<file path="config.mk">
export PLATFORM = sky130hd
export DESIGN_NAME = tvs_addr
export DESIGN_NICKNAME = d
export VERILOG_FILES = /design/src/hw/rtl/tvs_pkg.sv /design/src/hw/rtl/tvs_addr.sv
export SDC_FILE = /design/constraint.sdc
export NUM_CORES = 1
export LEC_CHECK = 0
export BUFFER_PORTS_ARGS = -buffer_cell sky130_fd_sc_hd__buf_2
export CORE_MARGIN = 2
export CORE_UTILIZATION = 33
export CTS_CLUSTER_SIZE = 28
export DETAILED_ROUTE_END_ITERATION = 16
export PLACE_DENSITY = 0.58
export SLEW_MARGIN = 10
export SYNTH_ARGS = -nofsm -noshare
export SYNTH_HDL_FRONTEND = slang
export SYNTH_SLANG_ARGS = --single-unit
export TNS_END_PERCENT = 100
</file>
<file path="constraint.sdc">
create_clock -name clk -period 13 [get_ports clk]
set_clock_uncertainty 0.15 [all_clocks]
set_input_delay 1.95 -clock clk [delete_from_list [all_inputs] [get_ports clk]]
set_output_delay 1.95 -clock clk [all_outputs]
set_load 0.05 [all_outputs]
</file>
<file path="src/hw/rtl/tvs_pkg.sv">
// Shared types, codes and width helpers for the trilinear volume sampler.
// No dependencies; the other files, tvs_ram apart, refer to this package by scoped names.
`default_nettype none
package tvs_pkg;

	localparam int MAX_SIDE_DEF  = 32;
	localparam int FRAC_BITS_DEF = 8;

	localparam int VAL_W     = 16;
	localparam int COORD_W   = 16;
	localparam int WIDX_W    = 5;
	localparam int SIZE_W    = 6;
	localparam int MODE_W    = 2;
	localparam int CFG_IDX_W = 2;
	localparam int LIN_W     = 3 * SIZE_W;
	localparam int SIZE_RST  = 32;

	localparam logic [MODE_W-1:0] MODE_WRITE = 2'd0;
	localparam logic [MODE_W-1:0] MODE_TRI   = 2'd1;
	localparam logic [MODE_W-1:0] MODE_NEAR  = 2'd2;
	localparam logic [MODE_W-1:0] MODE_NONE  = 2'd3;

	localparam logic [CFG_IDX_W-1:0] REG_SIZE_X = 2'd0;
	localparam logic [CFG_IDX_W-1:0] REG_SIZE_Y = 2'd1;
	localparam logic [CFG_IDX_W-1:0] REG_SIZE_Z = 2'd2;

	typedef logic [SIZE_W-1:0] size_t;

	typedef struct packed {
		size_t x;
		size_t y;
		size_t z;
	} dims_t;

	// signed width of an integer voxel coordinate, neighbor offset included
	function automatic int coord_int_w(int frac_bits);
		return (18 - frac_bits > 7) ? (18 - frac_bits) : 7;
	endfunction

	function automatic int addr_w(int side);
		return $clog2(side * side * side);
	endfunction

endpackage
`default_nettype wire

</file>
<file path="src/hw/rtl/tvs_addr.sv">
// Two-stage linear address generator: x + size_x*(y + size_y*z), with bounds check.
// Depends on tvs_pkg.
`default_nettype none
module tvs_addr #(
	parameter int MAX_SIDE  = tvs_pkg::MAX_SIDE_DEF,
	parameter int FRAC_BITS = tvs_pkg::FRAC_BITS_DEF,
	localparam int KW = tvs_pkg::coord_int_w(FRAC_BITS),
	localparam int AW = tvs_pkg::addr_w(MAX_SIDE)
) (
	input  wire logic                 clk,
	input  wire tvs_pkg::dims_t       eff,
	input  wire logic signed [KW-1:0] x,
	input  wire logic signed [KW-1:0] y,
	input  wire logic signed [KW-1:0] z,
	output logic             [AW-1:0] addr,
	output logic                      inb
);

	localparam int SW = tvs_pkg::SIZE_W;

	logic          in_x, in_y, in_z;
	logic [2*SW-1:0] yz;
	logic [SW-1:0]   x_s1;
	logic [2*SW-1:0] t1_s1;
	logic            inb_s1;
	logic [tvs_pkg::LIN_W-1:0] lin;

	always_comb begin
		in_x = !x[KW-1] && (x[KW-2:0] < (KW-1)'(eff.x));
		in_y = !y[KW-1] && (y[KW-2:0] < (KW-1)'(eff.y));
		in_z = !z[KW-1] && (z[KW-2:0] < (KW-1)'(eff.z));
		yz   = (2*SW)'(eff.y) * (2*SW)'(z[SW-1:0]) + (2*SW)'(y[SW-1:0]);
		lin  = tvs_pkg::LIN_W'(eff.x) * tvs_pkg::LIN_W'(t1_s1) + tvs_pkg::LIN_W'(x_s1);
	end

	always_ff @(posedge clk) begin
		x_s1   <= x[SW-1:0];
		t1_s1  <= yz;
		inb_s1 <= in_x && in_y && in_z;
		addr   <= AW'(lin);
		inb    <= inb_s1;
	end

endmodule
`default_nettype wire

</file>
-- Word-level counts from Yosys, hierarchy flattened
Cells that the tools add are included.
W data, S select, Z words.
- add/sub/neg operators: 2
- multiply operators: 2
- $lt $le $gt $ge: 3
- reduce and logical (&&, ||, !) cells: 8
- operators with widths (cell ; count):
    $lt A9 B6 Y1 ; 3
    $add A15 B6 Y15 ; 1
    $mul A6 B12 Y15 ; 1
    $add A12 B6 Y12 ; 1
    $mul A6 B6 Y12 ; 1
    $logic_and A1 B1 Y1 ; 5
    $logic_not A1 Y1 ; 3
- register bits: 35
- bits of input ports: 49
- output and inout bits: 16
- word-level logic and storage cells: 20

-- Logic depth before layout (Yosys ltp)
- word-level depth: 4
- depth in mapped cells: 16
- mapped depth without buffers: 16

-- Worst setup path before layout
OpenSTA, ideal clock, no wires.
- kind: input port to flip-flop
- from: in eff[17] in the netlist's numbering
- to: reg addr[10]
- arrival time: 5.612 ns
- required time: 12.778 ns
- path slack: 7.166 ns
- stages on the path: 15
- buffers on the path: 1
- path through: clkbuf_1 -> nand2_1 -> fa_1 -> fa_1 -> inv_1 -> fa_1 -> inv_1 -> fa_1 -> inv_1 -> ha_1 -> a21oi_1 -> o21ai_1 -> a221o_1 -> a21oi_1 -> xnor2_1
- word-level cells in the longest chain between the ends: 2
- ends and longest elaborated chain (item ; RTL line ; RTL):
    start: declaration ; tvs_addr.sv:11 ; input wire tvs_pkg::dims_t eff,
    $mul A6 B12 Y15 ; tvs_addr.sv:33 ; lin = tvs_pkg::LIN_W'(eff.x) * tvs_pkg::LIN_W'(t1_s1) + tvs_pkg::LIN_W'(x_s1);
    $add A15 B6 Y15 ; tvs_addr.sv:33 ;
    named net lin, one bit ; tvs_addr.sv:26 ; logic [tvs_pkg::LIN_W-1:0] lin;
    end signal: assignment ; tvs_addr.sv:40 ; addr <= AW'(lin);
    end: declaration ; tvs_addr.sv:15 ; output logic [AW-1:0] addr,
The timed path passes the listed nets, and every way through them passes these cells.

-- Worst setup path after layout
- from: in eff[14] in the netlist's numbering
- to: reg addr[14]
Same word-level chain as after synthesis.

==> impl_metrics.json <==
{
  "status": "finished, final reports clean",
  "cp_slowest_cell": "fa_1",
  "num_rows": 43,
  "crit_path_end_kind": "register",
  "worstPathRequired_ns": 13.01,
  "ys_warn_count": 0,
  "hold_viol": 0,
  "htreeDepth": 2,
  "rsz0062_at_grt": "false",
  "grt_pass1_wl_mm": 16.0,
  "grt_overflow": 0,
  "synthTopCellsByArea": "fa_1 (27%), ha_1 (20%), dfxtp_1 (15%)",
  "fin_crit_sh": 0.443,
  "synth_top_area_cell": "fa_1",
  "clock_latency_ns": 0.28,
  "routed_via_density": 4.60,
  "syn_to_final_growth_pct": 15.4,
  "wirelength_mm": 8.81,
  "synth.most_common_cell": "inv_1",
  "worst_slew_pin_slew_ns": 0.450,
  "track_usage": 0.131,
  "synth_edf_count": 0,
  "die_y_um": 123,
  "use_met1": 0.166,
  "post-place-ws_ns": 6.91,
  "ant_nets": 0,
  "synthCells": 495,
  "fmax_mhz": 173,
  "grt-busiest-layer": "met2",
  "synth_cell_type_count": 36,
  "cts.clk_slew.worst_paths_ns": 0.06,
  "setup_viol": 0,
  "io-pin-count": 65,
  "clock_sinks": 35,
  "vias": 3408,
  "seq_area_frac_synth": 0.151,
  "first_pass_iters": 4,
  "slew_headroom": 0.692,
  "ctsLongestPathBuffers": 2,
  "whs_ns": 0.188,
  "n_antenna_cell": 0,
  "cp_top_family": "adder cells",
  "wl_per_cell_um": 11.9,
  "cts_setup_buffers": 0,
  "syn-num-nets": 682,
  "cts_tree": "yes",
  "hold_class": "register to register",
  "drc": 0,
  "use_met3": 0.0158,
  "dieArea_mm2": 0.0151,
  "yosys-top-cells-count": "inv_1 (80), ha_1 (76), and2_1 (75)",
  "path_cells": "buf_2, and2_1, fa_1, inv_1, fa_1, inv_1, fa_1, inv_1, fa_1, inv_1, ha_1, a21oi_1, o21ai_1, a31oi_1, o211ai_1, xnor2_1",
  "grt_pass1_vias": 3638,
  "grt_start_max_net_pins": 14,
  "crit_arrival_ns": 5.78,
  "numCtsBuffers": 5,
  "critPathMaxStageDelay_ns": 0.53,
  "antenna_found_initial": 0,
  "place_congestion": 0.831,
  "avgSynthCellArea_um2": 9.39,
  "grtUsageMet2": 0.235,
  "setup-tns-final_ns": 0,
  "die_w_um": 123,
  "yosys_register_bits": 35,
  "layout_min_cycle_time_ns": 5.76,
  "ys.flop_type": "dfxtp_1",
  "hpwlAfterDp_mm": 7.98,
  "post_cts_resized": 0,
  "portBuffers": 64,
  "drive_above_1_share": 0.132,
  "worst-path-buf-inv": 5,
  "critPathKind": "input pin to register",
  "drv_cap": 0,
  "hold_buffers": 0,
  "start_util": 0.336,
  "layout_setup_ws_ns": 7.24,
  "async_flop_share": 0,
  "core_mm2": 0.0138,
  "finalNetCount": 747,
  "synth_top_area_share": 0.267,
  "synth.cell_area_mm2": 0.00465,
  "cts_root_buffer": "clkbuf_16",
  "drtIter0Drc": 86,
  "crit_fanout": 13,
  "critPathLaunchType": "input pin",
  "drv_slew": 0
}
## final cells by class
type / instances / area, um2
clock buffers: 5 / 125
clock inverters: 3 / 67.6
fillers: 1387 / 8460
inverters: 80 / 300
multi-input cells: 374 / 3630
flip-flops and latches: 35 / 701
well taps: 180 / 225
repair buffers: 64 / 320
## cells by family after synthesis
family | Yosys count | synth area share
fa+ha+maj | 138 | 0.471
buf+inv | 86 | 0.0694
xor+xnor | 25 | 0.0471
flops | 35 | 0.151
compound gates | 55 | 0.0745
simple gates | 156 | 0.187
## cell usage in the layout (no fill, tap or decap), drive strengths merged
cell type / instances
o211ai: 2
nor4b: 2
and2: 75
clkbuf: 5
ha: 76
nand3: 4
a221o: 1
fa: 62
nor2b: 5
buf: 64
nor3: 4
and3: 1
a31oi: 2
nor4: 8
o2bb2ai: 1
xnor2: 20
o21a: 3
or3: 1
a211oi: 3
nor3b: 2
nand3b: 1
dfxtp: 35
xor2: 5
a21o: 11
nor2: 10
o21bai: 2
nand4: 2
a21oi: 20
inv: 80
bufinv: 2
a2111oi: 1
nand2: 36
a31o: 1
or4: 2
o21ai: 8
nand2b: 3
clkinvlp: 1
## worst paths after layout
check / from / end / slack (ns) / cells past startpoint
worst max register to register: t1_s1[0]$_DFF_P_ / addr[14]$_DFF_P_ / 8.70 / 14
worst min-delay path: inb_s1$_DFF_P_ / inb$_DFF_P_ / 0.19 / 0
worst max-delay path: eff[14] / addr[14]$_DFF_P_ / 7.24 / 16
worst min register to register: inb_s1$_DFF_P_ / inb$_DFF_P_ / 0.19 / 0
## metrics by stage
stage | instances | cell area (um2) | utilization
floorplan | 495 | 4650 | -
global placement | 733 | 5170 | 0.374
detailed placement | 733 | 5170 | 0.374
CTS | 741 | 5370 | 0.388
global route | 741 | 5370 | 0.388
finish | 741 | 5370 | 0.388
## state kept, by name, summed over array words and instances, names as in the netlist
signal,count
t1_s1,12
x_s1,6
addr,15
inb,1
inb_s1,1
## per-layer routing
metal / wire (um) / vias up / share of wire
met5: 0 / - / 0
li1: - / 1719 / -
met1: 4100 / 1613 / 0.47
met3: 303 / 9 / 0.034
met4: 89 / 0 / 0.010
met2: 4320 / 67 / 0.49
Power is not shown: default switching activity piles up to over one toggle a cycle in this logic, so the estimate is an artifact.
