File: src/hw/rtl/tvs_pkg.sv
// Shared types, codes and width helpers for the trilinear volume sampler.
// No dependencies; the other files, tvs_ram apart, refer to this package by scoped names.
`default_nettype none
package tvs_pkg;

	localparam int MAX_SIDE_DEF  = 32;
	localparam int FRAC_BITS_DEF = 8;

	localparam int VAL_W     = 16;
	localparam int COORD_W   = 16;
	localparam int WIDX_W    = 5;
	localparam int SIZE_W    = 6;
	localparam int MODE_W    = 2;
	localparam int CFG_IDX_W = 2;
	localparam int LIN_W     = 3 * SIZE_W;
	localparam int SIZE_RST  = 32;

	localparam logic [MODE_W-1:0] MODE_WRITE = 2'd0;
	localparam logic [MODE_W-1:0] MODE_TRI   = 2'd1;
	localparam logic [MODE_W-1:0] MODE_NEAR  = 2'd2;
	localparam logic [MODE_W-1:0] MODE_NONE  = 2'd3;

	localparam logic [CFG_IDX_W-1:0] REG_SIZE_X = 2'd0;
	localparam logic [CFG_IDX_W-1:0] REG_SIZE_Y = 2'd1;
	localparam logic [CFG_IDX_W-1:0] REG_SIZE_Z = 2'd2;

	typedef logic [SIZE_W-1:0] size_t;

	typedef struct packed {
		size_t x;
		size_t y;
		size_t z;
	} dims_t;

	// signed width of an integer voxel coordinate, neighbor offset included
	function automatic int coord_int_w(int frac_bits);
		return (18 - frac_bits > 7) ? (18 - frac_bits) : 7;
	endfunction

	function automatic int addr_w(int side);
		return $clog2(side * side * side);
	endfunction

endpackage
`default_nettype wire

File: src/hw/rtl/tvs_blend.sv
// Two-stage linear blend (a*(1-f) + b*f) >> F, truncated toward zero, saturated.
// Depends on tvs_pkg.
`default_nettype none
module tvs_blend #(
	parameter int FRAC_BITS = tvs_pkg::FRAC_BITS_DEF
) (
	input  wire logic                              clk,
	input  wire logic                              arst_n,
	input  wire logic                              go,
	input  wire logic signed [tvs_pkg::VAL_W-1:0]  a,
	input  wire logic signed [tvs_pkg::VAL_W-1:0]  b,
	input  wire logic signed [FRAC_BITS:0]         f,
	output logic signed      [tvs_pkg::VAL_W-1:0]  res,
	output logic                                   res_vld
);

	localparam int VW  = tvs_pkg::VAL_W;
	localparam int PW  = VW + FRAC_BITS + 2;
	localparam int SW2 = PW + 1;
	localparam logic signed [FRAC_BITS+1:0] ONE  = (FRAC_BITS+2)'(2**FRAC_BITS);
	localparam logic signed [SW2-1:0]       RND  = SW2'(2**FRAC_BITS - 1);
	localparam logic signed [SW2-1:0]       ZERO = '0;
	localparam logic signed [SW2-1:0]       VMAX = SW2'(2**(VW-1) - 1);
	localparam logic signed [SW2-1:0]       VMIN = ~VMAX;

	logic signed [FRAC_BITS+1:0] w0;
	logic signed [PW-1:0]        p0_s1, p1_s1;
	logic                        vld_s1;
	logic signed [SW2-1:0]       sum, q;

	always_comb begin
		w0  = ONE - {f[FRAC_BITS], f};
		sum = SW2'(p0_s1) + SW2'(p1_s1);
		q   = (sum + (sum[SW2-1] ? RND : ZERO)) >>> FRAC_BITS;
	end

	always_ff @(posedge clk or negedge arst_n) begin
		if (!arst_n) begin
			vld_s1  <= 1'b0;
			res_vld <= 1'b0;
		end else begin
			vld_s1  <= go;
			res_vld <= vld_s1;
		end
	end

	always_ff @(posedge clk) begin
		if (go) begin
			p0_s1 <= PW'(a) * PW'(w0);
			p1_s1 <= PW'(b) * PW'(f);
		end
		if (vld_s1) begin
			if (q > VMAX) begin
				res <= VMAX[VW-1:0];
			end else if (q < VMIN) begin
				res <= VMIN[VW-1:0];
			end else begin
				res <= q[VW-1:0];
			end
		end
	end

endmodule
`default_nettype wire

File: config.mk
export PLATFORM = sky130hd
export DESIGN_NAME = tvs_blend
export DESIGN_NICKNAME = d
export VERILOG_FILES = /design/src/hw/rtl/tvs_pkg.sv /design/src/hw/rtl/tvs_blend.sv
export SDC_FILE = /design/constraint.sdc
export NUM_CORES = 1
export LEC_CHECK = 0
export BUFFER_PORTS_ARGS = -buffer_cell sky130_fd_sc_hd__buf_2
export CORE_UTILIZATION = 64
export CTS_CLUSTER_SIZE = 14
export DETAILED_ROUTE_END_ITERATION = 10
export PLACE_DENSITY = 0.79
export SKIP_LAST_GASP = 1
export SLEW_MARGIN = 10
export SYNTH_ARGS = -nofsm -noshare
export SYNTH_HDL_FRONTEND = slang
export SYNTH_SLANG_ARGS = --single-unit
File: constraint.sdc
create_clock -name clk -period 5.01 [get_ports clk]
set_input_delay 0.501 -clock clk [delete_from_list [all_inputs] [get_ports clk]]
set_output_delay 0.501 -clock clk [all_outputs]
set_load 0.005 [all_outputs]
# Word level (Yosys, flattened, before mapping)
# Index checks and enable logic that the tools add are counted.
[classes]
add_sub_neg = 3
multipliers = 2
n_lt_le_gt_ge = 2
n_mux = 2
[op_table]
columns = ["op", "count"]
rows = [
  ["26-bit by 25-bit adder with 27-bit output", 1],
  ["27-bit by 9-bit adder with 27-bit output", 1],
  ["16-bit by 10-bit multiplier with 26-bit output", 1],
  ["16-bit by 9-bit multiplier with 25-bit output", 1],
  ["19-bit by 16-bit > comparator with 1-bit output, second input constant", 1],
  ["19-bit by 16-bit < comparator with 1-bit output, second input constant", 1],
  ["16-bit 2-to-1 mux", 1],
  ["9-bit by 10-bit subtractor with 10-bit output, first input constant", 1],
  ["8-bit 2-to-1 mux", 1],
]
[word_totals]
reg_bits = 69

# Longest topological paths before layout
# Gate-level depths: netlist of the first run.
[logic_depth]
depth_word = 5
depth_mapped = 26
mapped_depth_nobuf = 24

# Worst setup path before layout of the first run
# Ideal clock, no wire load.
[synth_path]
path_type = "input-to-reg"
from = "in f[3]"
to = "reg p0_s1[24] (data pin)"
t_arrival_ps = 6619
setup_slack_ps = -1875
cell_stages = 25
n_path_buf = 3
path_cell_list = "clkbuf_1 > nor3_1 > nand3_1 > or3_1 > or3b_2 > clkbuf_1 > clkbuf_1 > nor2_1 > fa_1 > fa_1 > fa_1 > fa_1 > inv_1 > fa_1 > inv_1 > ha_1 > a21o_1 > a21o_1 > a21o_1 > a21oi_1 > o21bai_1 > a21oi_1 > o21ai_0 > and4_1 > or3_1"
[synth_between]
elab_chain_len = 2
[synth_rtl]
columns = ["element", "line", "text"]
rows = [
  ["from (decl)", "tvs_blend.sv:12", "input wire logic signed [FRAC_BITS:0] f,"],
  ["9-bit by 10-bit subtractor with 10-bit output", "tvs_blend.sv:32", "w0 = ONE - {f[FRAC_BITS], f};"],
  ["16-bit by 10-bit multiplier with 26-bit output", "tvs_blend.sv:49", "p0_s1 <= PW'(a) * PW'(w0);"],
  ["to (signal assigned)", "tvs_blend.sv:49", ""],
  ["to (decl)", "tvs_blend.sv:27", "logic signed [PW-1:0] p0_s1, p1_s1;"],
]
# Every way passes these cells.
# A chain may end at the register's enable or synchronous reset.

# Final worst setup path of the first run
[layout_path]
from = "in f[2]"
to = "reg p0_s1[24] (data pin)"
# The elaborated chain is that of the path after synthesis.

==> metrics.csv, run 1 <==
metric,value,unit
setup_ws,-1024,ps
first_pass_iters,5,
dieWidth,155.4,µm
port_buffers,60,
drive_above_1_share,23.63,%
tightest_slew,793.7,ps
postSynthCellCount,1620,
rr_startpoint,p0_s1[0]$_DFFE_PP_,
required,5090,ps
cts_buffer_depth,2,
timing.max_cap.violations,0,
drcViolationCount,0,
viasPerCell,5.648,
die_y,155.4,µm
ys.flop_type,edfxtp_1,
grt_antenna_before_repair,1,
hold_violations,0,
yosysWarnings,0,
wl,37880,µm
r2r_slack,300,ps
ys_types,71,
finalSetupViolCount,22,
period_needed,6034,ps
crit_start,f[2],
final_max_slew_viol_count,0,
ios,61,
hpwl,29900,µm
synth_nets,2070,
fin_nets,2311,
dieArea,24150,µm²
gp_congestion,0.9341,
yosys.area.top_type,fa_1,
worstSetupEndpointType,flop,
synth_edf_count,67,
post_drt_wl_per_cell,17.37,µm
avgSynthCellArea,9.297,µm²
cp-start-kind,primary input,
first_iter_violations,745,
grt_overflow_total,0,
max_freq,0.1657,GHz
status,finished with violations,
ant_nets,0,
violations,setup timing,
crit_fanout,8,
ys_ff_latch,69,
path_clk_slew,60,ps
fillers,1390,
fin_util,80.41,%
timing.hold.ws,476.7,ps
ff2ff_path_depth,20,
synth_area_leaders,"fa_1, edfxtp_1, ha_1, inv_1, and2_1",
ys_seq_area_share,13.69,%
cts-htree-levels,3,
netlist_area,15060,µm²
area_growth,21.97,%
cts_made_buffers,9,
cts_sinks,69,
coreArea,22850,µm²
rows,55,
layout_commonest_cell,inv_1,
clk_latency,340,ps
slew_headroom,46.39,%
cp.arrival,6110,ps
async_flop_share,2.899,%
r2r-end,res[2]$_SDFFCE_PN1P_,
min_path_type,primary input to asynchronous set/reset pin,
finalCritPeriodShare,120.4,%
mostFrequentLayoutCells,"inv_1, fa_1, buf_4, nand2_1, ha_1",
grt_max_degree,53,
cts_root_buffer,clkbuf_16,
grt_pass1_vias,12918,
cts_tree,done,
skew,7.454,ps
grt_pass1_wl,60980,µm
start_util,65.92,%
rsz0062_at_grt,yes,
dr_total_vias,12312,
grt.total_usage,32.09,%
synth_top_area_share,34.43,%
path_class,primary input to flop,
registers in the layout, summed over array words and instances (netlist names):
register,cells
p0_s1,26
p1_s1,25
res,16
res_vld,1
vld_s1,1
Yosys cell counts (11+ instances only):
master,number
a211oi_1,16
a21o_1,19
a21oi_1,64
and2_1,113
buf_1,14
clkbuf_1,44
edfxtp_1,67
fa_1,259
ha_1,147
inv_1,301
nand2_1,186
nand2b_1,21
nand3_1,22
nand4_1,12
nor2_1,50
nor2b_1,23
nor3_1,23
o21ai_0,31
or3_1,11
xnor2_1,63
xor2_1,23
kinds of logic (layout without fill, tap and decap cells):
kind of cell	Yosys count	in the layout	synth area share, %
simple gates	493	493	16.54
fa+ha+maj	406	406	46.64
buf+inv	364	610	9.230
compound gates	199	199	8.682
xor+xnor	86	86	5.001
flops	69	69	13.69
mux	3	3	0.2160
other cells	0	1	0
layout make-up:
type / instances / area (µm²) / share of cell area [%]
multi-input combinational: 1187 / 12260 / 66.74
timing repair buffer: 292 / 2245 / 12.22
tap: 313 / 391.6 / 2.132
clock buffer: 9 / 225.2 / 1.226
inverter: 302 / 1134 / 6.171
clock inverter: 7 / 50.05 / 0.2724
antenna: 1 / 2.502 / 0.01362
sequential: 69 / 2062 / 11.22
critical path, stage by stage:
cell and delay [ps]:
buf_8 100, nor3_4 230, nand3_2 100, or3_4 400, or3b_4 490, buf_4 190, nor2_1 110, fa_1 430
fa_1 520, fa_1 450, fa_1 490, inv_1 50, fa_1 470, inv_1 60, ha_4 270, nand3_1 90
nand2_2 100, o21ba_4 160, a21o_1 210, o21ai_2 170, a2111oi_1 120, or3_1 380
through the flow:
step                      std cells  instance area (µm²)  setup WS, ps  TNS (ps)
after floorplan                1620                15240         -1414    -18700
after global placement         2133                17190         -1309    -23210
after detailed placement       2133                17190         -1492    -26300
after CTS                      2163                17920         -1022    -12720
after global routing           2179                18370         -1256    -17100
final                          2180                18370         -1024    -12890
routing by layer:
metal / GRT usage, % / vias to the layer above / wire (µm)
li1: - / 5626 / -
met1: 40.69 / 6186 / 14880
met2: 58.19 / 406 / 19820
met3: 2.981 / 94 / 1973
met4: 9.711 / 0 / 1199
met5: 0 / - / 0
how the worst max path moves through the flow:
stage,to,slack (ps),cells after the start
2_1_floorplan,p0_s1[24]$_DFFE_PP_,-1410,25
3_3_place_gp,p0_s1[24]$_DFFE_PP_,-1310,23
6_report,p0_s1[24]$_DFFE_PP_,-1020,22
5_1_grt,p0_s1[24]$_DFFE_PP_,-1260,25
3_5_place_dp,p0_s1[24]$_DFFE_PP_,-1490,23
4_1_cts,p0_s1[24]$_DFFE_PP_,-1020,21
timing repair:
action / 4_1_cts / 5_1_grt
setup endpoints to repair: 27 / 41
endpoints found under the hold margin: 2 / 0
hold buffers: 1 / 0
gates resized for setup: 78 / 80
gates cloned: 0 / 2
buffers inserted: 13 / 16
pin swaps: 59 / 56
Power of run 1 is left out: the tool's default activity adds up to more than one toggle a clock period on the data nets, which glitch-free logic cannot reach.
==> inputs of run 2 (changes only) <==
Clock period 5.01 ns to 6 ns, I/O delays scaled along.
==> run 2 against run 1 <==
Effect of this change:
- the flow still finishes with violations (setup timing)
- die area unchanged
- design area is 6.4% lower
- sequential share of layout area up 0.77 points
- wire length shrank 8.4%
- clock skew down 2.3 ps
- critical path depth unchanged
- register-to-register slack gained 240 ps
- cell count is 4.6% lower
- hold slack got worse by 450 ps
- utilization shrank 5.2 points
- largest cell class unchanged
==> metrics.csv, run 2 (synthesis results as in run 1) <==
metric,value,unit
grt_pass1_wl,58150,µm
final_max_slew_viol_count,0,
cts_buffer_depth,2,
rsz0062_at_grt,yes,
multi_input_area,11870,µm²
ant_nets,0,
dr_total_vias,11769,
place_area,16610,µm²
die_y,155.4,µm
first_iter_violations,645,
required,6090,ps
crit_path_max_incr_delay,600,ps
layout_commonest_cell,inv_1,
dieWidth,155.4,µm
cp_common_cell,fa_1,
critPathTopFamily,adder cells,
area_growth,14.11,%
cp.depth,22,
drive_above_1_share,15.90,%
top_register,p0_s1,
gp_congestion,0.9659,
hpwl,28860,µm
grt_max_degree,53,
wl,34690,µm
cp.arrival,6210,ps
rows,55,
skew,5.170,ps
cts-htree-levels,3,
max_freq,0.1634,GHz
largest_reg_flops,26,
mostFrequentLayoutCells,"inv_1, fa_1, nand2_1, ha_1, buf_4",
min_path_type,primary input to asynchronous set/reset pin,
slew_headroom,49.99,%
path_cells,"buf_8, nor3_4, nand3_2, or3_4, or3b_4, buf_4, nor2_2, fa_1, fa_1, fa_1, fa_1, inv_1, fa_1, inv_1, ha_1, nand3_1, nand2_1, o21ba_2, a21o_1, o21ai_2, a2111oi_1, or3_1",
port_buffers,60,
grt_antenna_before_repair,1,
antenna_cells,0,
dp_slack,-611.1,ps
clk_latency,340,ps
period_needed,6121,ps
finalCritPeriodShare,102.0,%
viasPerCell,5.658,
timing.hold.ws,30.92,ps
regArea,2062,µm²
cp_num_buf_inv,4,
slowest_stage,fa_1,
status,finished with violations,
cts_sinks,69,
path_class,primary input to flop,
fin_nets,2212,
finalSetupViolCount,3,
setup_tns,-278.9,ps
cts_tree,done,
drcViolationCount,0,
dieArea,24150,µm²
cts_root_buffer,clkbuf_16,
cp-start-kind,primary input,
path_clk_slew,50,ps
coreArea,22850,µm²
first_pass_iters,7,
post_drt_wl_per_cell,16.68,µm
grt.total_usage,30.73,%
tightest_slew,742.3,ps
violations,setup timing,
grt_overflow_total,0,
start_util,65.92,%
cts_made_buffers,9,
crit_fanout,8,
timing.max_cap.violations,0,
ff2ff_path_depth,19,
top_regs,"p0_s1 (26), p1_s1 (25), res (16)",
final_cell_area,17190,µm²
setup_ws,-120.8,ps
grt_pass1_vias,12376,
ios,61,
hold_violations,0,
postCtsHoldBufs,0,
fillers,1632,
worstSetupEndpointType,flop,
## run 2: cell types whose count changed in the layout (fill, tap and decap cells not counted), sizes merged
cell / change
clkdlybuf4s15: +1
dlygate4sd3: -1
inv: -1
diode: -1
clkbuf: -2
clkinvlp: -2
clkinv: +1
buf: -97
bufinv: +2
## run 2: worst reg2reg max path, stage by stage, from the launching register on
cell and delay, ps:
edfxtp_1 340, ha_1 220, fa_1 260, a211oi_1 110, o211ai_1 540, nand4_1 420, a21oi_2 260, nor2_1 70
xnor2_1 450, inv_1 150, buf_4 210, ha_1 320, a21o_1 180, a21oi_1 180, o21ai_0 140, o21ai_2 330
nor3_1 160, o211a_1 260, o21ai_2 450, o21ai_1 140
## run 2: cell type report
| type | count | share of cell area (%) |
|---|---|---|
| Clock buffer | 9 | 1.310 |
| Sequential cell | 69 | 12.00 |
| Timing Repair Buffer | 193 | 8.248 |
| Tap cell | 313 | 2.279 |
| Multi-Input combinational cell | 1187 | 69.04 |
| Inverter | 302 | 6.596 |
| Clock inverter | 7 | 0.5242 |
## run 2: what timing repair did
action | in CTS | in global routing
resized for setup | 19 | 33
setup endpoints to repair | 9 | 15
cloned | 0 | 1
pin swaps | 14 | 22
buffers inserted | 8 | 2
## run 2: worst paths after layout
kind                                          from                   end  slack [ps]
worst max-delay path                          f[4]   p0_s1[24]$_DFFE_PP_        -120
min in group clk                              a[0]    p0_s1[0]$_DFFE_PP_         730
worst min register to register    vld_s1$_DFF_PN0_     res_vld$_DFF_PN0_         820
worst min-delay path                        arst_n      vld_s1$_DFF_PN0_          30
worst max register to register  p1_s1[0]$_DFFE_PP_  res[2]$_SDFFCE_PN1P_         540
max in group asynchronous                   arst_n     res_vld$_DFF_PN0_        5880
## run 2: stage by stage
step | util, % | cells
after floorplan | - | 1620
after global placement | 72.68 | 2057
after detailed placement | 72.68 | 2057
after CTS | 74.63 | 2081
after global routing | 75.22 | 2080
final | 75.22 | 2080
## run 2: layer usage
layer | global-route usage [%] | share of wire (%) | routed length, µm
met5 | 0 | 0.026 | 9
met4 | 11.48 | 3.6 | 1241
met3 | 3.844 | 5.4 | 1888
met2 | 54.30 | 51 | 17630
met1 | 38.65 | 40 | 13910
Power of run 2 is left out for the same reason.
